## src/design/adbdev_pkg.sv

```systemverilog
// adbdev_pkg: shared types, phase, event and config register codes for the desktop bus device interface
// depends on nothing
`timescale 1ns / 1ps
package adbdev_pkg;
	localparam logic [2:0] EV_NONE = 3'd0;
	localparam logic [2:0] EV_CMD = 3'd1;
	localparam logic [2:0] EV_RESET = 3'd2;
	localparam logic [2:0] EV_ERROR = 3'd3;
	localparam logic [2:0] EV_COLL = 3'd4;
	localparam logic [2:0] EV_LISTEN = 3'd5;
	localparam logic [2:0] EV_BUSY = 3'd6;

	localparam logic [4:0] PH_IDLE = 5'd0;
	localparam logic [4:0] PH_ATTN = 5'd1;
	localparam logic [4:0] PH_SYNC = 5'd2;
	localparam logic [4:0] PH_CLOW = 5'd3;
	localparam logic [4:0] PH_CHIGH = 5'd4;
	localparam logic [4:0] PH_STOPW = 5'd5;
	localparam logic [4:0] PH_SRQ = 5'd6;
	localparam logic [4:0] PH_TXGAP = 5'd7;
	localparam logic [4:0] PH_TXLOW = 5'd8;
	localparam logic [4:0] PH_TXHIGH = 5'd9;
	localparam logic [4:0] PH_LGAP = 5'd10;
	localparam logic [4:0] PH_LSLOW = 5'd11;
	localparam logic [4:0] PH_LSHIGH = 5'd12;
	localparam logic [4:0] PH_LLOW = 5'd13;
	localparam logic [4:0] PH_LHIGH = 5'd14;
	localparam logic [4:0] PH_LSTOP = 5'd15;

	localparam logic [1:0] REG_MOUSE_ADDR = 2'd0;
	localparam logic [1:0] REG_KBD_ADDR = 2'd1;
	localparam logic [1:0] REG_TIMEOUT = 2'd2;

	localparam logic [13:0] TIMER_MAX = 14'd16383;

	typedef struct packed {
		logic       line_level;
		logic       service_request;
		logic [3:0] random_id;
	} in_item_t;

	typedef struct packed {
		logic        drive_low;
		logic [2:0]  event_res;
		logic [7:0]  command_byte;
		logic [15:0] listen_word;
		logic [3:0]  mouse_address;
		logic [3:0]  keyboard_address;
	} out_item_t;
endpackage

```

## src/design/adb_device_bus_interface_unit.sv

```systemverilog
// adb_device_bus_interface_unit: device side of a one-wire desktop bus
// (mouse and keyboard functions); depends on adbdev_pkg
`timescale 1ns / 1ps
// usage
// - in channel: one transfer per microsecond tick carrying the sampled data
//   line, the service request flag and a random id for the identity reply
// - out channel: exactly one result transfer per input transfer, holding the
//   line drive, the event code, last command, last listen word and addresses
// - config port: cfg_we, cfg_index, cfg_data; write only when idle
// timing and throughput
// - the tick is processed in the cycle it is accepted; its result sits in
//   the output register from the next cycle
// - one transfer per cycle is sustained while out_ready is high: the phase
//   machine, pulse timer and shift register all update in a single pass of compare logic
// reset
// - arst_n clears the phase machine to idle, timer and shift state to zero,
//   config to 3 / 2 / 10000 and addresses to the reset addresses
// stall
// - when out_ready is low and a result is held, in_ready drops; a one-entry
//   output register parts the channels so a taken result frees it at once
module adb_device_bus_interface_unit (
	input  logic                    clk,
	input  logic                    arst_n,
	input  logic                    in_valid,
	output logic                    in_ready,
	input  adbdev_pkg::in_item_t    in_data,
	output logic                    out_valid,
	input  logic                    out_ready,
	output adbdev_pkg::out_item_t   out_data,
	input  logic                    cfg_we,
	input  logic [1:0]              cfg_index,
	input  logic [13:0]             cfg_data
);
	// configuration registers
	logic [3:0]  mouse_rst_q, kbd_rst_q;
	logic [13:0] timeout_q;
	// model state
	logic [4:0]  phase_q;
	logic [13:0] timer_q, low_len_q;
	logic        prev_q;
	logic [15:0] shift_q;
	logic [4:0]  bits_q;
	logic [7:0]  cmd_q;
	logic [15:0] listen_q;
	logic [3:0]  maddr_q, kaddr_q;

	logic [4:0]  phase_d;
	logic [13:0] timer_d, low_len_d;
	logic [15:0] shift_d;
	logic [4:0]  bits_d;
	logic [7:0]  cmd_d;
	logic [15:0] listen_d;
	logic [3:0]  maddr_d, kaddr_d;
	logic [2:0]  ev;
	logic        drive;

	logic accept;
	assign in_ready = !out_valid || out_ready;
	assign accept = in_valid && in_ready;

	// single-pass tick logic
	logic        lvl, edge_seen, tout;
	logic [13:0] dur, ttick;
	logic [6:0]  tx_low;
	logic [4:0]  tx_sub;
	logic [3:0]  tx_idx;
	logic [15:0] shift_in;
	logic [3:0]  rid15;
	logic [3:0]  c_addr, n_addr;
	logic        is_m, is_k;

	always_comb begin
		lvl = in_data.line_level;
		edge_seen = lvl != prev_q;
		dur = timer_q;
		tout = 1'b0;
		phase_d = phase_q;
		timer_d = timer_q;
		low_len_d = low_len_q;
		shift_d = shift_q;
		bits_d = bits_q;
		cmd_d = cmd_q;
		listen_d = listen_q;
		maddr_d = maddr_q;
		kaddr_d = kaddr_q;
		ev = adbdev_pkg::EV_NONE;
		drive = 1'b0;
		// low time of the bit in flight while transmitting
		tx_sub = 5'd16 - bits_q;
		tx_idx = tx_sub[3:0];
		if (bits_q == 5'd0) tx_low = 7'd35;
		else if (bits_q >= 5'd17) tx_low = 7'd65;
		else tx_low = shift_q[tx_idx] ? 7'd35 : 7'd65;
		shift_in = {shift_q[14:0], (dur > low_len_q)};
		rid15 = (in_data.random_id == 4'd15) ? 4'd0 : in_data.random_id;
		c_addr = shift_q[7:4];
		is_m = c_addr == maddr_q;
		is_k = c_addr == kaddr_q;
		n_addr = shift_q[11:8];
		ttick = timer_q + 14'd1;

		// pulse timer runs except in the service request and transmit phases
		if (phase_q != adbdev_pkg::PH_SRQ && phase_q != adbdev_pkg::PH_TXGAP &&
				phase_q != adbdev_pkg::PH_TXLOW && phase_q != adbdev_pkg::PH_TXHIGH) begin
			if (edge_seen) timer_d = 14'd1;
			else begin
				tout = timer_q >= timeout_q;
				if (timer_q < adbdev_pkg::TIMER_MAX) timer_d = ttick;
			end
		end

		unique case (phase_q)
			adbdev_pkg::PH_IDLE: begin
				if (edge_seen && !lvl) phase_d = adbdev_pkg::PH_ATTN;
			end
			adbdev_pkg::PH_ATTN: begin
				if (edge_seen) begin
					if (dur > 14'd2000) ev = adbdev_pkg::EV_RESET;
					else if (dur < 14'd600) begin
						ev = adbdev_pkg::EV_BUSY;
						phase_d = adbdev_pkg::PH_IDLE;
					end else phase_d = adbdev_pkg::PH_SYNC;
				end else if (tout) ev = adbdev_pkg::EV_RESET;
				if (ev == adbdev_pkg::EV_RESET) begin
					maddr_d = mouse_rst_q;
					kaddr_d = kbd_rst_q;
					phase_d = adbdev_pkg::PH_IDLE;
				end
			end
			adbdev_pkg::PH_SYNC: begin
				if (edge_seen) begin
					if (dur > 14'd90 || dur < 14'd50) begin
						ev = adbdev_pkg::EV_ERROR;
						phase_d = adbdev_pkg::PH_IDLE;
					end else begin
						phase_d = adbdev_pkg::PH_CLOW;
						bits_d = 5'd0;
						shift_d = 16'd0;
					end
				end else if (tout) begin
					ev = adbdev_pkg::EV_ERROR;
					phase_d = adbdev_pkg::PH_IDLE;
				end
			end
			adbdev_pkg::PH_CLOW, adbdev_pkg::PH_LLOW: begin
				if (edge_seen) begin
					low_len_d = dur;
					phase_d = (phase_q == adbdev_pkg::PH_CLOW) ?
						adbdev_pkg::PH_CHIGH : adbdev_pkg::PH_LHIGH;
				end else if (tout) begin
					ev = adbdev_pkg::EV_ERROR;
					phase_d = adbdev_pkg::PH_IDLE;
				end
			end
			adbdev_pkg::PH_CHIGH, adbdev_pkg::PH_LHIGH: begin
				if (edge_seen) begin
					shift_d = shift_in;
					bits_d = bits_q + 5'd1;
					if (bits_d >= ((phase_q == adbdev_pkg::PH_CHIGH) ? 5'd8 : 5'd16)) begin
						if (phase_q == adbdev_pkg::PH_LHIGH) phase_d = adbdev_pkg::PH_LSTOP;
						else if (in_data.service_request) begin
							phase_d = adbdev_pkg::PH_SRQ;
							timer_d = 14'd0;
						end else phase_d = adbdev_pkg::PH_STOPW;
					end else begin
						phase_d = (phase_q == adbdev_pkg::PH_CHIGH) ?
							adbdev_pkg::PH_CLOW : adbdev_pkg::PH_LLOW;
					end
				end else if (tout) begin
					ev = adbdev_pkg::EV_ERROR;
					phase_d = adbdev_pkg::PH_IDLE;
				end
			end
			adbdev_pkg::PH_STOPW, adbdev_pkg::PH_SRQ: begin
				if (phase_q == adbdev_pkg::PH_SRQ && timer_q < 14'd300) begin
					drive = 1'b1;
					timer_d = ttick;
				end else if (phase_q == adbdev_pkg::PH_SRQ || edge_seen || tout) begin
					// command complete: mouse wins on equal addresses
					ev = adbdev_pkg::EV_CMD;
					cmd_d = shift_q[7:0];
					phase_d = adbdev_pkg::PH_IDLE;
					if (c_addr != 4'd0 && shift_q[1:0] == 2'd3 && (is_m || is_k)) begin
						if (shift_q[3:2] == 2'd3) begin
							shift_d = (is_m ? 16'h6001 : 16'h6005) | {4'd0, rid15, 8'd0};
							phase_d = adbdev_pkg::PH_TXGAP;
							timer_d = 14'd0;
						end else if (shift_q[3:2] == 2'd2) begin
							phase_d = adbdev_pkg::PH_LGAP;
							timer_d = 14'd0;
						end
					end
				end
			end
			adbdev_pkg::PH_TXGAP: begin
				timer_d = ttick;
				if (ttick >= 14'd170) begin
					phase_d = adbdev_pkg::PH_TXLOW;
					timer_d = 14'd0;
					bits_d = 5'd0;
				end
			end
			adbdev_pkg::PH_TXLOW: begin
				drive = 1'b1;
				timer_d = ttick;
				if (ttick >= {7'd0, tx_low}) begin
					timer_d = 14'd0;
					phase_d = (bits_q >= 5'd17) ? adbdev_pkg::PH_IDLE : adbdev_pkg::PH_TXHIGH;
				end
			end
			adbdev_pkg::PH_TXHIGH: begin
				if (timer_q == 14'd0 && bits_q >= 5'd1 && bits_q <= 5'd16 && !lvl) begin
					ev = adbdev_pkg::EV_COLL;
					phase_d = adbdev_pkg::PH_IDLE;
				end else begin
					timer_d = ttick;
					if (ttick >= {7'd0, 7'd100 - tx_low}) begin
						timer_d = 14'd0;
						bits_d = bits_q + 5'd1;
						phase_d = adbdev_pkg::PH_TXLOW;
					end
				end
			end
			adbdev_pkg::PH_LGAP: begin
				if (!prev_q || tout) begin
					ev = adbdev_pkg::EV_ERROR;
					phase_d = adbdev_pkg::PH_IDLE;
				end else if (edge_seen) phase_d = adbdev_pkg::PH_LSLOW;
			end
			adbdev_pkg::PH_LSLOW: begin
				if (edge_seen) phase_d = adbdev_pkg::PH_LSHIGH;
				else if (tout) begin
					ev = adbdev_pkg::EV_ERROR;
					phase_d = adbdev_pkg::PH_IDLE;
				end
			end
			adbdev_pkg::PH_LSHIGH: begin
				if (edge_seen) begin
					phase_d = adbdev_pkg::PH_LLOW;
					bits_d = 5'd0;
					shift_d = 16'd0;
				end else if (tout) begin
					ev = adbdev_pkg::EV_ERROR;
					phase_d = adbdev_pkg::PH_IDLE;
				end
			end
			adbdev_pkg::PH_LSTOP: begin
				if (edge_seen || tout) begin
					ev = adbdev_pkg::EV_LISTEN;
					listen_d = shift_q;
					phase_d = adbdev_pkg::PH_IDLE;
					if (shift_q[7:1] == 7'h7F) begin
						if (cmd_q[7:4] == maddr_q) maddr_d = n_addr;
						else kaddr_d = n_addr;
					end
				end
			end
			default: phase_d = adbdev_pkg::PH_IDLE;
		endcase
	end

	// configuration writes
	always_ff @(posedge clk or negedge arst_n) begin
		if (!arst_n) begin
			mouse_rst_q <= 4'd3;
			kbd_rst_q <= 4'd2;
			timeout_q <= 14'd10000;
		end else if (cfg_we) begin
			unique case (cfg_index)
				adbdev_pkg::REG_MOUSE_ADDR: mouse_rst_q <= cfg_data[3:0];
				adbdev_pkg::REG_KBD_ADDR: kbd_rst_q <= cfg_data[3:0];
				adbdev_pkg::REG_TIMEOUT: timeout_q <= cfg_data;
				default: ;
			endcase
		end
	end

	// state update, one tick per accepted transfer
	always_ff @(posedge clk or negedge arst_n) begin
		if (!arst_n) begin
			phase_q <= adbdev_pkg::PH_IDLE;
			timer_q <= 14'd0;
			low_len_q <= 14'd0;
			prev_q <= 1'b1;
			shift_q <= 16'd0;
			bits_q <= 5'd0;
			cmd_q <= 8'd0;
			listen_q <= 16'd0;
			maddr_q <= 4'd3;
			kaddr_q <= 4'd2;
			out_valid <= 1'b0;
		end else begin
			if (accept) begin
				phase_q <= phase_d;
				timer_q <= timer_d;
				low_len_q <= low_len_d;
				prev_q <= lvl;
				shift_q <= shift_d;
				bits_q <= bits_d;
				cmd_q <= cmd_d;
				listen_q <= listen_d;
				maddr_q <= maddr_d;
				kaddr_q <= kaddr_d;
			end
			if (accept) out_valid <= 1'b1;
			else if (out_ready) out_valid <= 1'b0;
		end
	end

	// result register
	always_ff @(posedge clk) begin
		if (accept) begin
			out_data.drive_low <= drive;
			out_data.event_res <= ev;
			out_data.command_byte <= cmd_d;
			out_data.listen_word <= listen_d;
			out_data.mouse_address <= maddr_d;
			out_data.keyboard_address <= kaddr_d;
		end
	end

	// a result is never dropped while stalled
	a_hold: assert property (@(posedge clk) disable iff (!arst_n)
		out_valid && !out_ready |=> out_valid)
		else $error("result lost under stall");
	// no input taken while a stalled result waits
	a_noacc: assert property (@(posedge clk) disable iff (!arst_n)
		out_valid && !out_ready |-> !in_ready)
		else $error("input accepted over stalled result");
	// line is driven only in driving phases
	a_drive: assert property (@(posedge clk) disable iff (!arst_n)
		accept && drive |-> (phase_q == adbdev_pkg::PH_SRQ || phase_q == adbdev_pkg::PH_TXLOW))
		else $error("line driven outside a driving phase");
endmodule
```

## config.mk

```make
export PLATFORM = sky130hd
export DESIGN_NAME = adb_device_bus_interface_unit
export DESIGN_NICKNAME = d
export VERILOG_FILES = /design/src/design/adbdev_pkg.sv /design/src/design/adb_device_bus_interface_unit.sv
export SDC_FILE = /design/constraint.sdc
export NUM_CORES = 1
export LEC_CHECK = 0
export ABC_AREA = 1
export BUFFER_PORTS_ARGS = -buffer_cell sky130_fd_sc_hd__buf_2
export CAP_MARGIN = 5
export CORE_UTILIZATION = 61
export CTS_BUF_LIST = sky130_fd_sc_hd__clkbuf_4 sky130_fd_sc_hd__clkbuf_8
export DETAILED_ROUTE_END_ITERATION = 10
export PLACE_DENSITY = 0.8
export REMOVE_ABC_BUFFERS = 1
export SETUP_SLACK_MARGIN = 0.3
export SLEW_MARGIN = 40
export SYNTH_ARGS = -nofsm -noshare
export SYNTH_HDL_FRONTEND = slang
export SYNTH_SLANG_ARGS = --single-unit
```

## constraint.sdc

```tcl
create_clock -name clk -period 3.8 [get_ports clk]
set_input_delay 0.38 -clock clk [delete_from_list [all_inputs] [get_ports clk]]
set_output_delay 0.38 -clock clk [all_outputs]
set_load 0.02 [all_outputs]
```

==> results of run 1 <==
==> power breakdown <==
| group | total, mW | internal, mW | switching (mW) |
|---|---|---|---|
| clock | 1.19 | 0.607 | 0.586 |
| combinational | 3.23 | 1.07 | 2.16 |
| sequential | 2.46 | 2.00 | 0.458 |
==> cell usage in the layout, fill, tap and decap left out, drive strengths merged, types with 7 or more instances in the layout <==
cell / n
xnor2: 7
nor3: 12
edfxtp: 36
a21oi: 63
buf: 71
o211ai: 8
clkbuf: 21
dfrtp: 98
nor2: 89
inv: 127
nand3: 73
o21ai: 129
ha: 42
nand2: 343
xor2: 13
nand4: 21
dfstp: 12
clkinv: 9
==> routing by layer <==
layer  part of all wire  up-vias
met5                  0        -
met4              0.026        0
met3              0.077       54
met2               0.44      340
met1               0.46     3707
li1                   -     3900
==> stage by stage <==
stage / power, mW / area (um^2)
after floorplan: 4.68 / 8710
after global placement: 5.54 / 9310
after detailed placement: 5.62 / 9320
after CTS: 6.81 / 9710
after global routing: 7.41 / 9720
final: 6.88 / 9720
==> tightest hold or removal path, cell delays in order <==
cell and delay, ps:
buf_2 100, nor2_1 90, a21oi_1 50
==> worst min-delay path by stage <==
stage | startpoint | to | slack [ps] | depth (start not counted)
floorplan | arst_n | bits_q[0] | 80 | 0
global placement | listen_q[12] | listen_q[12] | 460 | 2
detailed placement | listen_q[10] | listen_q[10] | 470 | 2
CTS | cfg_data[13] | timeout_q[13] | 130 | 3
global route | cfg_data[13] | timeout_q[13] | 130 | 3
finish | cfg_data[10] | timeout_q[10] | 150 | 3
==> registers in the layout, summed over array words and instances, names as in the netlist <==
name	count
listen_q	16
cmd_q	8
out_valid	1
bits_q	5
timeout_q	14
dur	14
kaddr_q	4
maddr_q	4
low_len_q	14
phase_q	5
shift_q	16
out_data	36
kbd_rst_q	4
prev_q	1
mouse_rst_q	4
==> final cells by class <==
cell class	count	area, um^2
multi-input combinational	833	4390
clock inverter	11	118
timing repair buffer	72	389
clock buffer	21	264
fill	1180	4320
tap	180	225
inverter	128	480
sequential	146	3850
antenna	1	2.50
==> cell families (layout without fill, tap and decap cells) <==
kind of cell | after synthesis | count (layout) | share of synthesized area
simple gates | 547 | 547 | 0.272
compound gates | 224 | 224 | 0.142
buf+inv | 162 | 232 | 0.0731
xor+xnor | 20 | 20 | 0.0197
flops | 146 | 146 | 0.433
other cells | 0 | 1 | 0
fa+ha+maj | 42 | 42 | 0.0592
==> timing repair <==
action                                 4_1_cts  5_1_grt
setup endpoints to repair                    0       19
resized for setup                            0        1
endpoints found under the hold margin       25        0
hold buffers                                 1        0
buffers inserted                             0        0
==> run_results.csv, run 1 <==
group,metric,value,unit
clock_network,clk_pin_slew,80,ps
timing,clock_skew,10.8,ps
setup_path,required,4140,ps
flow_run,drv_cap,0,
clock_network,cts_made_buffers,17,
synth,synth_top_area_frac,0.276,
synth,synth-seq-cells,146,
synth,yosysMostFrequentCell,"nand2_1",
timing,fin_crit_sh,0.826,
global_routing,antenna_found_initial,1,
route,via_per_inst,5.75,
setup_path,crit_type,"register to register",
setup_path,endpoint,"dur[4]",
placement,numPlacedInstances,1358,
clock_network,insertion_delay,460,ps
die,die_area,15000,um^2
synth,ys_async_sr_fraction,0.753,
synth,yosys-top-cells-count,"nand2_1, inv_1, dfrtp_1, o21ai_0, nor2_1",
setup_path,reg2reg_depth,17,
route,drcViolationCount,0,
min_path,hp-class,"input pin to register",
synth,yosys.area.top_type,"dfrtp_1",
setup_path,cp_top_family,"simple AND/OR/NAND/NOR gates",
die,start_util,0.632,
setup_path,cpMostUsedCell,"nand2_1",
timing,min_period,3140,ps
setup_path,rrSetupSlack,660,ps
route,firstDrtPassIters,6,
setup_path,crit_fanout,14,
setup_path,reg2reg_to,"dur[4]",
synth,synthTopCellsByArea,"dfrtp_1, nand2_1, edfxtp_1, ha_1, inv_1",
synth,synth_seq_area_share,0.433,
synth,avgSynthCellArea,7.78,um^2
layout,finalNetCount,1267,
die,core-area,14000,um^2
layout,synthToLayoutAreaGrowth,9.47,%
clock_network,cts.sinks,146,
setup_path,cp.arrival,3470,ps
setup_path,cpPeakStageDelay,500,ps
layout,drive_gt1_frac,0.149,
global_routing,grt_pass1_wl,35.8,mm
route,wl_per_cell,15.7,um
die,num_rows,43,
setup_path,crit_cells,17,
timing,tightest_slew,779,ps
power_and_ir_drop,cellLeakagePower,4.65,nW
synth,ys_types,50,
timing,tns,0,ps
synth,synth_cells,1141,
die,ios,65,
timing,slew_violations,0,
power_and_ir_drop,ir_drop,397,uV
placement,pre_cts_ws,619,ps
route,drt_iter0_drc,662,
clock_network,cts_root_buffer,"clkbuf_8",
setup_path,end_kind,"register",
setup_path,crit_path_start_kind,"register",
clock_network,clockBufferDepth,2,
timing,slew_headroom,0.479,
synth,synth_edf_count,36,
placement,port_buffers,64,
timing,grt_setup_unrepaired,"no",
layout,fin_util,0.692,
die,die_h,123,um
route,drtAntennaViolNets,0,
outcome,status,"finished clean",
route,vias,8001,
die,die_w,123,um
synth,synth-main-ff-cell,"dfrtp_1",
setup_path,crit_slowest_cell,"dfrtp_2",
global_routing,grt_use_met3,0.0660,
placement,routabilityCongestion,0.984,
layout,final_cells,1392,
setup_path,cp_cell_sequence,"inv_1 > ha_1 > inv_1 > nand3_1 > nand3_1 > nand3b_1 > nand2_1 > nand2_1 > nand2_1 > ha_1 > nor2_1 > nor3_1 > nand2_1 > nand3_2 > nand3_2 > nand2_1 > a21oi_1",
synth,synth_area,8880,um^2
timing,fmax,319,MHz
global_routing,grt.met2_usage,0.465,
timing,hold_ws,149,ps
global_routing,grt_max_degree,79,
synth,ys_warn_count,0,
clock_network,tritoncts,"done",
global_routing,overflow,0,
timing,hold_violations,0,
global_routing,grt-busiest-layer,"met2",
timing,fin_ws,663,ps
global_routing,grt_util_met1,0.441,
route,routed_wl,21.8,mm
setup_path,worst-path-buf-inv,2,
global_routing,track_usage,0.311,
clock_network,htreeDepth,4,
setup_path,cp-startpoint,"bits_q[0]",
global_routing,grt_pass1_vias,7268,
power_and_ir_drop,power_density,708,nW/um^2
setup_path,reg2reg_from,"bits_q[0]",
timing,setup_violations,0,
placement,hpwl,15.9,mm
No activity file was read; power rests on OpenSTA's default activity.
==> run 2, diff against run 1 <==
Settings changed: ABC_AREA 1 to 0.
Clock period 3.8 ns to 3.3 ns, I/O delays scaled along.
==> run 2 against run 1 <==
Routed wire length grew 18%. The flow now finishes with violations (negative setup slack). Clock power rose by 14%. Worst setup slack got worse by 1500 ps. Worst hold slack got worse by 93 ps. Die area fell by 1.1%. Largest power group unchanged. Critical path depth grew 1. Cell count is 8.5% lower. Count of clock-buffer cells in the layout down 3. Clock skew increased by 1.7 ps. Sequential share of layout area shrank 5.0 points. Highest routed layer unchanged.
==> run_results.csv, run 2 <==
group,metric,value,unit
outcome,status,"complete, but fails checks",
outcome,violations,"negative setup slack",
setup_path,crit_cells,18,
timing,setup_violations,19,
die,num_rows,43,
timing,min_period,4100,ps
setup_path,endpoint,"dur[3]",
timing,slew_violations,0,
synth,ys_warn_count,0,
layout,register_area,3850,um^2
die,die_h,122,um
power_and_ir_drop,cellLeakagePower,5.11,nW
global_routing,antenna_found_initial,0,
synth,yosysMostFrequentCell,"nand2_1",
setup_path,worst-path-buf-inv,5,
layout,multi_input_comb_area,4980,um^2
setup_path,reg2reg_from,"bits_q[0]",
synth,synth_seq_area_share,0.438,
route,via_per_inst,6.41,
route,wl_per_cell,20.3,um
power_and_ir_drop,ir_drop,480,uV
setup_path,crit_path_start_kind,"register",
clock_network,tritoncts,"done",
route,routed_wl,25.9,mm
synth,yosys.area.top_type,"dfrtp_1",
layout,largest_reg_flops,36,
timing,tns,-10880,ps
layout,finalNetCount,1150,
synth,ys_types,80,
layout,final_common_cell,"nand2_1",
clock_network,cts.sinks,146,
synth,synth_fa_ha_area_frac,0.0598,
synth,synthMuxAreaShare,0.0983,
setup_path,required,3680,ps
flow_run,drv_cap,0,
die,core-area,14000,um^2
timing,hold_violations,0,
synth,synth_top_area_frac,0.279,
setup_path,rrSetupSlack,-800,ps
synth,synth-seq-cells,146,
die,die_area,14900,um^2
synth,synth_xor_area_frac,0.0199,
synth,synth_top_family_by_area,"simple AND/OR/NAND/NOR gates",
synth,synth-simple-area-share,0.169,
setup_path,crit_type,"register to register",
clock_network,cts_made_buffers,17,
clock_network,cts_root_buffer,"clkbuf_8",
timing,fin_crit_sh,1.24,
timing,fmax,244,MHz
setup_path,cpPeakStageDelay,540,ps
synth,yosys-top-cells-count,"nand2_1, dfrtp_1, mux2_2, o21ai_0, inv_1",
layout,diodes,0,
die,ios,65,
power_and_ir_drop,power_density,758,nW/um^2
route,drt_iter0_drc,1034,
timing,clock_skew,12.5,ps
synth,avgSynthCellArea,9.69,um^2
synth,synth_edf_count,36,
setup_path,cp_top_family,"simple AND/OR/NAND/NOR gates",
layout,drive_gt1_frac,0.361,
global_routing,overflow,0,
die,die_w,122,um
layout,most-common-layout-cells,"nand2_1, buf_4, dfrtp_1, buf_2, mux2_2",
clock_network,htreeDepth,4,
setup_path,crit_slowest_cell,"or4_4",
route,firstDrtPassIters,6,
global_routing,track_usage,0.340,
setup_path,cp_cell_sequence,"buf_6 > or4_4 > buf_6 > o21ai_4 > o41ai_4 > nor2_4 > inv_2 > ha_4 > a21oi_2 > nand4_1 > or4_4 > o211ai_2 > a311oi_2 > buf_4 > o211ai_4 > buf_12 > nand3_4 > o31ai_1",
placement,port_buffers,64,
timing,tightest_slew,1130,ps
timing,slew_headroom,0.244,
setup_path,cp.arrival,4480,ps
clock_network,clk_pin_slew,90,ps
clock_network,insertion_delay,480,ps
timing,fin_ws,-800,ps
clock_network,clockBufferDepth,2,
timing,hold_ws,55.6,ps
layout,largestRegisters,"out_data (36), listen_q (16), shift_q (16)",
placement,hpwl,16.9,mm
layout,fin_util,0.795,
global_routing,grt_max_degree,37,
global_routing,grt_pass1_wl,38.4,mm
layout,fillers,848,
synth,ys_async_sr_fraction,0.753,
power_and_ir_drop,p_total,8.43,mW
route,drtAntennaViolNets,0,
placement,routabilityCongestion,0.959,
timing,grt_setup_unrepaired,"yes",
layout,top_register,"out_data",
setup_path,end_kind,"register",
synth,synth_cells,906,
setup_path,cp-startpoint,"bits_q[0]",
route,drcViolationCount,0,
setup_path,reg2reg_to,"dur[3]",
min_path,hp-class,"input pin to register",
setup_path,crit_fanout,5,
die,start_util,0.628,
layout,synthToLayoutAreaGrowth,26.6,%
route,vias,8170,
synth,synthTopCellsByArea,"dfrtp_1, edfxtp_1, mux2_2, ha_1, nand2_1",
synth,synth-main-ff-cell,"dfrtp_1",
setup_path,reg2reg_depth,18,
synth,synth_compound_area_frac,0.168,
global_routing,grt_pass1_vias,7521,
synth,synth_area,8780,um^2
[run 2: changes by cell type in the layout (fill, tap and decap cells not counted), sizes merged, moves of 11 or more]
cell,previous run,this run
o21ai,129,62
nor2b,0,11
nand3,73,23
a21oi,63,37
inv,127,59
nor2,89,44
nand2b,0,12
buf,71,205
nand2,343,132
mux2,0,65
and3,0,13
[run 2: repair_timing]
action | in CTS | in global routing
endpoints found under the hold margin | 24 | 0
setup buffers | 12 | 23
hold buffers | 1 | 0
gates resized for setup | 42 | 68
endpoints found under the setup margin | 40 | 52
pin swaps | 28 | 31
[run 2: through the flow]
stage               instances  area (um^2)  setup slack [ps]
global route             1274        11100              -909
global placement         1205         9910              -648
CTS                      1251        10600              -547
finish                   1274        11100              -800
detailed placement       1206         9930              -809
floorplan                 856         8580              -653
[run 2: per-layer routing]
| metal | vias to the layer above | share of wire | GRT usage | wire length, um |
|---|---|---|---|---|
| met5 | - | 0 | 0 | 0 |
| met4 | 0 | 0.042 | 0.164 | 1090 |
| met3 | 122 | 0.092 | 0.0674 | 2390 |
| met2 | 528 | 0.47 | 0.526 | 12100 |
| met1 | 3889 | 0.40 | 0.458 | 10300 |
| li1 | 3631 | - | - | - |
[run 2: worst reg2reg max path: stages, from the launching register on]
cell      delay [ps]
dfrtp_1          440
buf_6            140
or4_4            540
buf_6            150
o21ai_4          160
o41ai_4          130
nor2_4           250
inv_2            100
ha_4             180
a21oi_2          130
nand4_1          150
or4_4            520
o211ai_2         100
a311oi_2          60
buf_4            190
o211ai_4         260
buf_12           160
nand3_4          110
o31ai_1          250
[run 2: cells by family (layout without fill, tap and decap cells)]
logic type / count (synthesis) / count (layout)
AOI/OAI and AO/OA: 216 / 216
xor gates and xnor gates: 20 / 20
adders and majority gates: 42 / 42
buffers and inverters: 104 / 292
DFF: 146 / 146
muxes: 72 / 72
and+or+nand+nor: 306 / 306
[run 2: worst min path at each step]
stage / from / to / depth (start not counted) / slack (ps)
CTS: in_valid / out_valid / 2 / 60
floorplan: arst_n / bits_q[0] / 0 / 30
detailed placement: arst_n / low_len_q[2] / 1 / 290
global route: in_valid / out_valid / 2 / 60
global placement: listen_q[7] / listen_q[7] / 2 / 450
finish: in_valid / out_valid / 2 / 60
[run 2: final cells by class]
| type | instances | area share |
|---|---|---|
| Timing Repair Buffer | 206 | 0.134 |
| Multi-Input combinational cell | 656 | 0.448 |
| Clock buffer | 18 | 0.0217 |
| Tap cell | 180 | 0.0203 |
| Inverter | 54 | 0.0182 |
| Sequential cell | 146 | 0.346 |
| Clock inverter | 14 | 0.0118 |
[run 2: power by group]
group / switching (mW) / leakage, nW / internal, mW
Sequential: 0.250 / 1.78 / 2.22
Clock: 0.749 / 0.194 / 0.616
Combinational: 2.52 / 3.14 / 2.07
==> run 3, diff against run 2 <==
Settings changed: RECOVER_POWER from default to 100.
==> run 3 against run 2 <==
Critical path type unchanged. Routed wire length increased by 0.22%. Combinational power about the same. First-iteration DRC count increased by 7.0%. The run ends with max-capacitance violations, max-slew violations, negative setup slack left. Highest routed layer unchanged. Critical path depth unchanged. Largest cell class unchanged. Global-route usage unchanged. Maximum frequency increased by 0.39%. Worst setup slack improved by 16 ps.
==> run_results.csv, run 3 (synthesis results as in run 2) <==
group,metric,value,unit
power_and_ir_drop,ir_drop,477,uV
setup_path,crit_type,"register to register",
clock_network,tritoncts,"done",
power_and_ir_drop,cellLeakagePower,4.99,nW
power_and_ir_drop,power_density,761,nW/um^2
timing,fmax,245,MHz
route,routed_wl,25.9,mm
layout,most-common-layout-cells,"nand2_1, buf_4, dfrtp_1, mux2_2",
global_routing,track_usage,0.340,
setup_path,end_kind,"register",
timing,grt_setup_unrepaired,"yes",
power_and_ir_drop,p_total,8.41,mW
layout,finalNetCount,1150,
min_path,holdPathStages,2,
setup_path,crit_fanout,5,
timing,hold_violations,0,
setup_path,required,3680,ps
die,num_rows,43,
layout,top_register,"out_data",
setup_path,cp.arrival,4470,ps
layout,largestRegisters,"out_data (36), listen_q (16), shift_q (16)",
timing,slew_violations,29,
die,start_util,0.628,
global_routing,grt_pass1_wl,38.4,mm
global_routing,grt_pass1_vias,7521,
global_routing,antenna_found_initial,0,
timing,clock_skew,14.2,ps
setup_path,reg2reg_from,"bits_q[0]",
outcome,status,"complete, but fails checks",
layout,finalInstanceArea,11000,um^2
timing,fin_crit_sh,1.24,
layout,fin_util,0.790,
setup_path,reg2reg_to,"dur[3]",
global_routing,overflow,0,
layout,diodes,0,
route,vias,8197,
setup_path,crit_path_start_kind,"register",
placement,port_buffers,64,
flow_run,drv_cap,1,
die,ios,65,
placement,postPlaceCellArea,9930,um^2
die,core-area,14000,um^2
layout,final_common_cell,"nand2_1",
die,die_w,122,um
layout,synthToLayoutAreaGrowth,25.8,%
route,firstDrtPassIters,6,
timing,tightest_slew,1700,ps
layout,drive_gt1_frac,0.328,
min_path,worstHoldStart,"in_valid",
setup_path,rrSetupSlack,-780,ps
route,drtAntennaViolNets,0,
min_path,min_to,"out_valid",
global_routing,grt_max_degree,37,
route,drt_iter0_drc,1106,
clock_network,clockBufferDepth,2,
timing,hold_ws,55.3,ps
clock_network,clk_pin_slew,90,ps
setup_path,crit_slowest_cell,"or4_4",
timing,setup_violations,19,
outcome,violations,"max-capacitance violations, max-slew violations, negative setup slack",
min_path,hp-class,"input pin to register",
layout,largest_reg_flops,36,
placement,hpwl,16.9,mm
clock_network,htreeDepth,4,
route,via_per_inst,6.43,
timing,min_period,4080,ps
clock_network,cts_root_buffer,"clkbuf_8",
setup_path,cp_cell_sequence,"buf_6 > or4_4 > buf_6 > o21ai_4 > o41ai_4 > nor2_4 > inv_2 > ha_4 > a21oi_2 > nand4_1 > or4_4 > o211ai_2 > a311oi_2 > buf_4 > o211ai_4 > buf_12 > nand3_4 > o31ai_1",
route,wl_per_cell,20.3,um
setup_path,cp_top_family,"simple AND/OR/NAND/NOR gates",
setup_path,worst-path-buf-inv,5,
clock_network,cts_made_buffers,17,
layout,fillers,873,
setup_path,cpPeakStageDelay,540,ps
die,die_h,122,um
placement,routabilityCongestion,0.959,
die,die_area,14900,um^2
setup_path,reg2reg_depth,18,
clock_network,cts.sinks,146,
route,drcViolationCount,0,
timing,slew_headroom,-0.131,
clock_network,insertion_delay,480,ps
timing,fin_ws,-784,ps
==> run 3: changes by cell type in the layout (fill, tap and decap cells not counted), sizes merged <==
cell	previous run	this run
buf	205	169
clkbuf	18	54
==> run 3: layout make-up <==
class / count / area (um^2) / area share
Inverter: 54 / 203 / 0.0183
Tap cell: 180 / 225 / 0.0204
Timing Repair Buffer: 206 / 1420 / 0.129
Multi-Input combinational cell: 656 / 4980 / 0.450
Clock inverter: 14 / 131 / 0.0119
Sequential cell: 146 / 3850 / 0.349
Clock buffer: 18 / 241 / 0.0219
==> run 3: per-layer routing <==
metal | wire length [um] | GRT usage
met1 | 10300 | 0.458
met2 | 12100 | 0.526
met3 | 2460 | 0.0674
met4 | 1040 | 0.164
met5 | 0 | 0
==> run 3: repair_timing <==
action | in CTS | in global routing
endpoints found under the hold margin | 24 | 0
resized for setup | 42 | 68
setup endpoints to repair | 40 | 52
buffers inserted | 12 | 23
pin swaps | 28 | 31
hold buffers | 1 | 0
==> run 3: report_power, final <==
part / internal, mW / switching (mW)
logic: 2.06 / 2.52
registers: 2.22 / 0.250
clock network: 0.616 / 0.745
total: 4.90 / 3.51
==> run 3: worst max-delay path by stage <==
stage,slack (ps),start,to,depth (start not counted)
final,-780,bits_q[0],dur[3],18
after global routing,-910,bits_q[0],dur[3],18
after CTS,-550,bits_q[0],dur[3],16
after detailed placement,-810,bits_q[0],dur[8],16
after global placement,-650,bits_q[0],dur[3],16
after floorplan,-650,bits_q[0],dur[3],15
==> run 3: through the flow <==
| stage | worst slack, ps | TNS, ps | cells |
|---|---|---|---|
| 2_1_floorplan | -653 | -14600 | 856 |
| 3_3_place_gp | -648 | -8520 | 1205 |
| 3_5_place_dp | -809 | -11330 | 1206 |
| 4_1_cts | -547 | -7690 | 1251 |
| 5_1_grt | -909 | -13170 | 1274 |
| 6_report | -784 | -10820 | 1274 |
